### src/design/swks_pkg.sv
`timescale 1ns / 1ps
`default_nettype none
// ----------------------------------------------------------------------------
// swks_pkg : shared types and constants of the sliding window KS detector
// Widths, threshold factors and the token and control words that pass along
// the row of compare cells.
// ----------------------------------------------------------------------------
package swks_pkg;

  // field widths
  localparam int unsigned SampleW = 32;
  localparam int unsigned HwW     = 7;
  localparam int unsigned KsW     = 7;
  localparam int unsigned DiffW   = 8;   // signed count difference, -64..64
  localparam int unsigned CntW    = 8;   // up to twice the largest half window

  // largest half window the register can ask for
  localparam int unsigned MaxHalf = 64;

  // default window capacity
  localparam int unsigned DefCapacity = 128;

  // half window after reset
  localparam logic [HwW-1:0] HwReset = 7'd32;

  // drift test 10000*k^2 > 18496*r, both sides divided by 16
  localparam int unsigned SqW  = 13;
  localparam int unsigned ThrW = 22;
  localparam logic [ThrW-1:0] ThrSqMul = 22'd625;
  localparam logic [ThrW-1:0] ThrHwMul = 22'd1156;

  // one candidate value travelling down the row
  typedef struct packed {
    logic                      valid;
    logic                      last;
    logic signed [SampleW-1:0] key;
    logic signed [DiffW-1:0]   diff;
  } swks_tok_t;

  // per-cycle commands to every cell
  typedef struct packed {
    logic load;        // new word accepted: window shifts, candidates reload
    logic cand_shift;  // candidate line moves one place towards the head
  } swks_ctl_t;

endpackage : swks_pkg
`default_nettype wire

### src/design/swks_cell.sv
`timescale 1ns / 1ps
`default_nettype none
// ----------------------------------------------------------------------------
// swks_cell : one place of the sample window
// Holds the sample of one age, a copy of it on the candidate line, and one
// stage of the token pipe that counts samples at or below a candidate key.
// ----------------------------------------------------------------------------
module swks_cell #(
  parameter int unsigned Index = 0
) (
  input  logic                               clk_i,
  input  logic                               rst_ni,
  input  swks_pkg::swks_ctl_t                ctl_i,
  input  logic [swks_pkg::HwW-1:0]           half_window_i,
  input  logic signed [swks_pkg::SampleW-1:0] sample_i,
  output logic signed [swks_pkg::SampleW-1:0] sample_o,
  input  logic signed [swks_pkg::SampleW-1:0] cand_i,
  output logic signed [swks_pkg::SampleW-1:0] cand_o,
  input  swks_pkg::swks_tok_t                tok_i,
  output swks_pkg::swks_tok_t                tok_o
);
  import swks_pkg::*;

  localparam logic [CntW-1:0] Age = CntW'(Index);

  logic signed [SampleW-1:0] sample_q;
  logic signed [SampleW-1:0] cand_q;
  logic                      tok_valid_q;
  logic                      tok_last_q;
  logic signed [SampleW-1:0] tok_key_q;
  logic signed [DiffW-1:0]   tok_diff_q;
  logic                      in_new;
  logic                      in_old;
  logic                      hit;
  logic signed [DiffW-1:0]   diff_d;

  // which compared half this age falls in
  assign in_new = Age < {1'b0, half_window_i};
  assign in_old = !in_new && (Age < {half_window_i, 1'b0});
  assign hit    = sample_q <= tok_i.key;

  // older half counts up, newer half counts down
  always_comb begin
    diff_d = tok_i.diff;
    if (hit && in_old) begin
      diff_d = tok_i.diff + DiffW'(1);
    end else if (hit && in_new) begin
      diff_d = tok_i.diff - DiffW'(1);
    end
  end

  // window and candidate line
  always_ff @(posedge clk_i) begin
    if (ctl_i.load) begin
      sample_q <= sample_i;
      cand_q   <= sample_i;
    end else if (ctl_i.cand_shift) begin
      cand_q   <= cand_i;
    end
  end

  // token stage, valid bit
  always_ff @(posedge clk_i or negedge rst_ni) begin
    if (!rst_ni) begin
      tok_valid_q <= 1'b0;
    end else begin
      tok_valid_q <= tok_i.valid;
    end
  end

  // token stage, payload
  always_ff @(posedge clk_i) begin
    tok_last_q <= tok_i.last;
    tok_key_q  <= tok_i.key;
    tok_diff_q <= diff_d;
  end

  assign sample_o = sample_q;
  assign cand_o   = cand_q;
  assign tok_o    = '{valid: tok_valid_q, last: tok_last_q, key: tok_key_q,
                      diff: tok_diff_q};

endmodule : swks_cell
`default_nettype wire

### config.mk
export PLATFORM = sky130hd
export DESIGN_NAME = swks_cell
export DESIGN_NICKNAME = d
export VERILOG_FILES = /design/src/design/swks_pkg.sv /design/src/design/swks_cell.sv
export SDC_FILE = /design/constraint.sdc
export NUM_CORES = 1
export LEC_CHECK = 0
export BUFFER_PORTS_ARGS = -buffer_cell sky130_fd_sc_hd__buf_4
export CORE_MARGIN = 3
export CORE_UTILIZATION = 40
export CTS_BUF_LIST = sky130_fd_sc_hd__clkbuf_4
export CTS_CLUSTER_DIAMETER = 100
export CTS_CLUSTER_SIZE = 20
export DETAILED_ROUTE_END_ITERATION = 7
export PLACE_DENSITY = 0.75
export SLEW_MARGIN = 20
export SYNTH_ARGS = -nofsm -noshare
export SYNTH_HDL_FRONTEND = slang
export SYNTH_SLANG_ARGS = --single-unit
### constraint.sdc
create_clock -name clk_i -period 2.76 [get_ports clk_i]
set_input_delay 0.552 -clock clk_i [delete_from_list [all_inputs] [get_ports clk_i]]
set_output_delay 0.552 -clock clk_i [all_outputs]
set_load 0.005 [all_outputs]
==> metrics.txt <==
layout cell share with drive strength beyond 1=0.545; max-cap violations=0; static leakage=2.93 nW; CP endpoint=tok_diff_q[5]; ys async rst share=0.00943; clk_lat worst skew=440 ps; Synth Warn #=0; routed vias=3043; area leader, netlist=edfxtp_1; ANT cells=0; flop2flop setup slack=~180 ps; Worst Path Arrival=2960 ps; vias in the first global route=3099; worst-case clock buffer depth=2; Remaining DRCs=0; headroom to the max-slew limit=0.426; post-synthesis mux area share=0.0897; worst-case reg-to-reg path depth=10; final setup fails=0; total congestion overflow=0; internal power=2.60 mW; #FFs+latches synth=approximately 110; Crit. Startpoint=sample_o[14]; cell area after synthesis=4170 µm²; Iter 0 DRT Violations=91; fmax=0.387 GHz; Mapped Cells=282; RSZ-0062 raised after global routing=false; global-route wire length before repair=15000 µm; clock transition at the registers of the reported paths=140 ps; Pwr Total=3.35 mW; sequential group share of total power=0.558; Main synth FF type=edfxtp_1; Clk pwr share=0.261; Finished Cell Area=6230 µm²; largest net degree at the start of global routing=65; main combinational cell family by area after synthesis=adder cells; top cells by area, synth=edfxtp_1 (46%), dfxtp_1 (20%), ha_1 (9.9%); Hold WC Path Type=input pin to flip-flop; reg-to-reg startpoint=sample_o[14]; area delta synth->final=49.3%; dpl hpwl=8130 µm; xor-xnor portion of the synthesized cell area=0.0147; initial core utilization=0.419; Port Buf Inserts=222; IO Pins=223; Placed Area=6020 µm²; Period minus WS final=2580 ps; drt pass-1 iters=4; initial antenna violation count=0; EDFF count, synth=64; clock sink count=106; maximum vdd drop=approximately 0.00025 V; CTS H-tree depth=3; CP max FO=8; clk_skew=13.6 ps; worst slew pin tran=861 ps; cts bufs inserted=9; DR vias/cell=4.65; Sw Ratio=0.225; Mapped Nets=around 430; CTS tree=yes; fin crit share=0.936; post-synthesis sequential area ratio=0.663; Adder-Cell Fraction of Synth Area=0.0990; antenna viol nets, final=0; GR Util All Layers=0.169; P_sw=0.754 mW; Die Y-Extent=108 µm; detailed-route wire length per cell=15.8 µm; TNS Setup=0 ps; die width=108 µm; worst r2r dst=tok_diff_q[5]; status=complete, no violations; Rows=36; Pwr per Cell Area=538 nW/µm²; CP required=3140 ps; Setup crit start kind=flip-flop; Synth Area per Inst=around 15 µm²; WL final=10300 µm; Final Hold Vio Count=0; pre-CTS WS=-96.0 ps; Synth Area in Simple Gates=0.0516; area share of the largest cell type after synthesis=0.461; Gate power share=0.180; Final nets=666; final setup margin=about 180 ps; most common cell in the netlist=edfxtp_1; Synth Area in Compound Gates=0.0438; critical path class=flip-flop to flip-flop; root buf cell=clkbuf_4; Post-synth top cells=edfxtp_1 (64), dfxtp_1 (41), inv_1 (34), ha_1 (33), mux2_2 (32); Synth cell types=35; core area=9950 µm²; hold_ws=206 ps; Final Wtd Congestion=0.758; area of the die=11700 µm²; Slew Limit Fails=0; crit end category=flip-flop
## layer usage
metal	vias to the layer above	track usage	part of all wire
li1	1487	-	-
met3	10	0.0513	0.089
met5	-	0	0
met2	132	0.310	0.54
met4	0	0.0658	0.013
met1	1414	0.182	0.36
## worst max-delay path: stages, from the launching register on
cell	delay (ps)
edfxtp_1	420
ha_1	340
nand4_1	180
nor3_2	80
a21boi_2	170
o41ai_4	380
o311ai_2	170
mux2i_2	180
buf_4	170
nor4_2	240
xor2_1	180
## cell families (layout without fill, tap and decap cells)
logic type      Yosys count  in the layout
compound gates           27             27
xor+xnor                  7              7
fa+ha+maj                33             33
buf+inv                  40            279
flops                   106            106
mux                      33             33
simple gates             36             36
## registers in the layout (all words and copies together) (netlist names)
| register | cells |
|---|---|
| cand_o | 32 |
| sample_o | 32 |
| tok_diff_q | 8 |
| tok_key_q | 32 |
| tok_last_q | 1 |
| tok_valid_q | 1 |
## through the flow
| stage | instances | util |
|---|---|---|
| after floorplan | 282 | - |
| after global placement | 635 | 0.604 |
| after detailed placement | 635 | 0.604 |
| after CTS | 652 | 0.622 |
| after global routing | 654 | 0.626 |
| final | 654 | 0.626 |
## cell usage in the layout (no fill, tap or decap), drive strengths merged, types with 2 or more instances in the layout
cell type and n:
nor2 3, nor3 4, bufinv 2, mux2 32
nand3 5, edfxtp 64, nand4 6, or2 3
o21ai 4, a211oi 2, xor2 6, a21oi 10
buf 228, or4 4, a21o 6, and4 2
inv 34, dfxtp 41, nand2 5, nor4 2
clkbuf 13, ha 33
## power by group through the flow
stage / registers, mW / logic, mW / clock network, mW
after floorplan: 1.92 / 0.180 / 0
after global placement: 1.90 / 0.587 / 0
after detailed placement: 1.91 / 0.599 / 0
after CTS: 1.87 / 0.603 / 0.906
after global routing: 1.89 / 0.665 / 0.969
final: 1.87 / 0.604 / 0.875
## layout make-up
class,instances,area [µm²]
Fill cell,797,3730
Sequential cell,106,2770
Timing Repair Buffer,229,1730
Multi-Input combinational cell,136,1270
Tap cell,133,166
Inverter,34,128
Clock buffer,13,97.6
Clock inverter,3,63.8
## how the worst min path moves through the flow
stage | endpoint | cells after the start | from | slack (ps)
5_1_grt | tok_last_q | 1 | tok_i[40] | 150
4_1_cts | tok_last_q | 1 | tok_i[40] | 170
2_1_floorplan | tok_valid_q | 0 | rst_ni | 260
6_report | tok_last_q | 1 | tok_i[40] | 210
3_3_place_gp | tok_valid_q | 1 | rst_ni | 330
3_5_place_dp | tok_valid_q | 1 | rst_ni | 330
## timing repair
item	CTS	global route
resized for setup	0	3
hold buffers	1	0
setup endpoints to repair	0	8
buffers inserted	0	2
hold endpoints to repair	1	0
(Power assumes the default switching activity.)
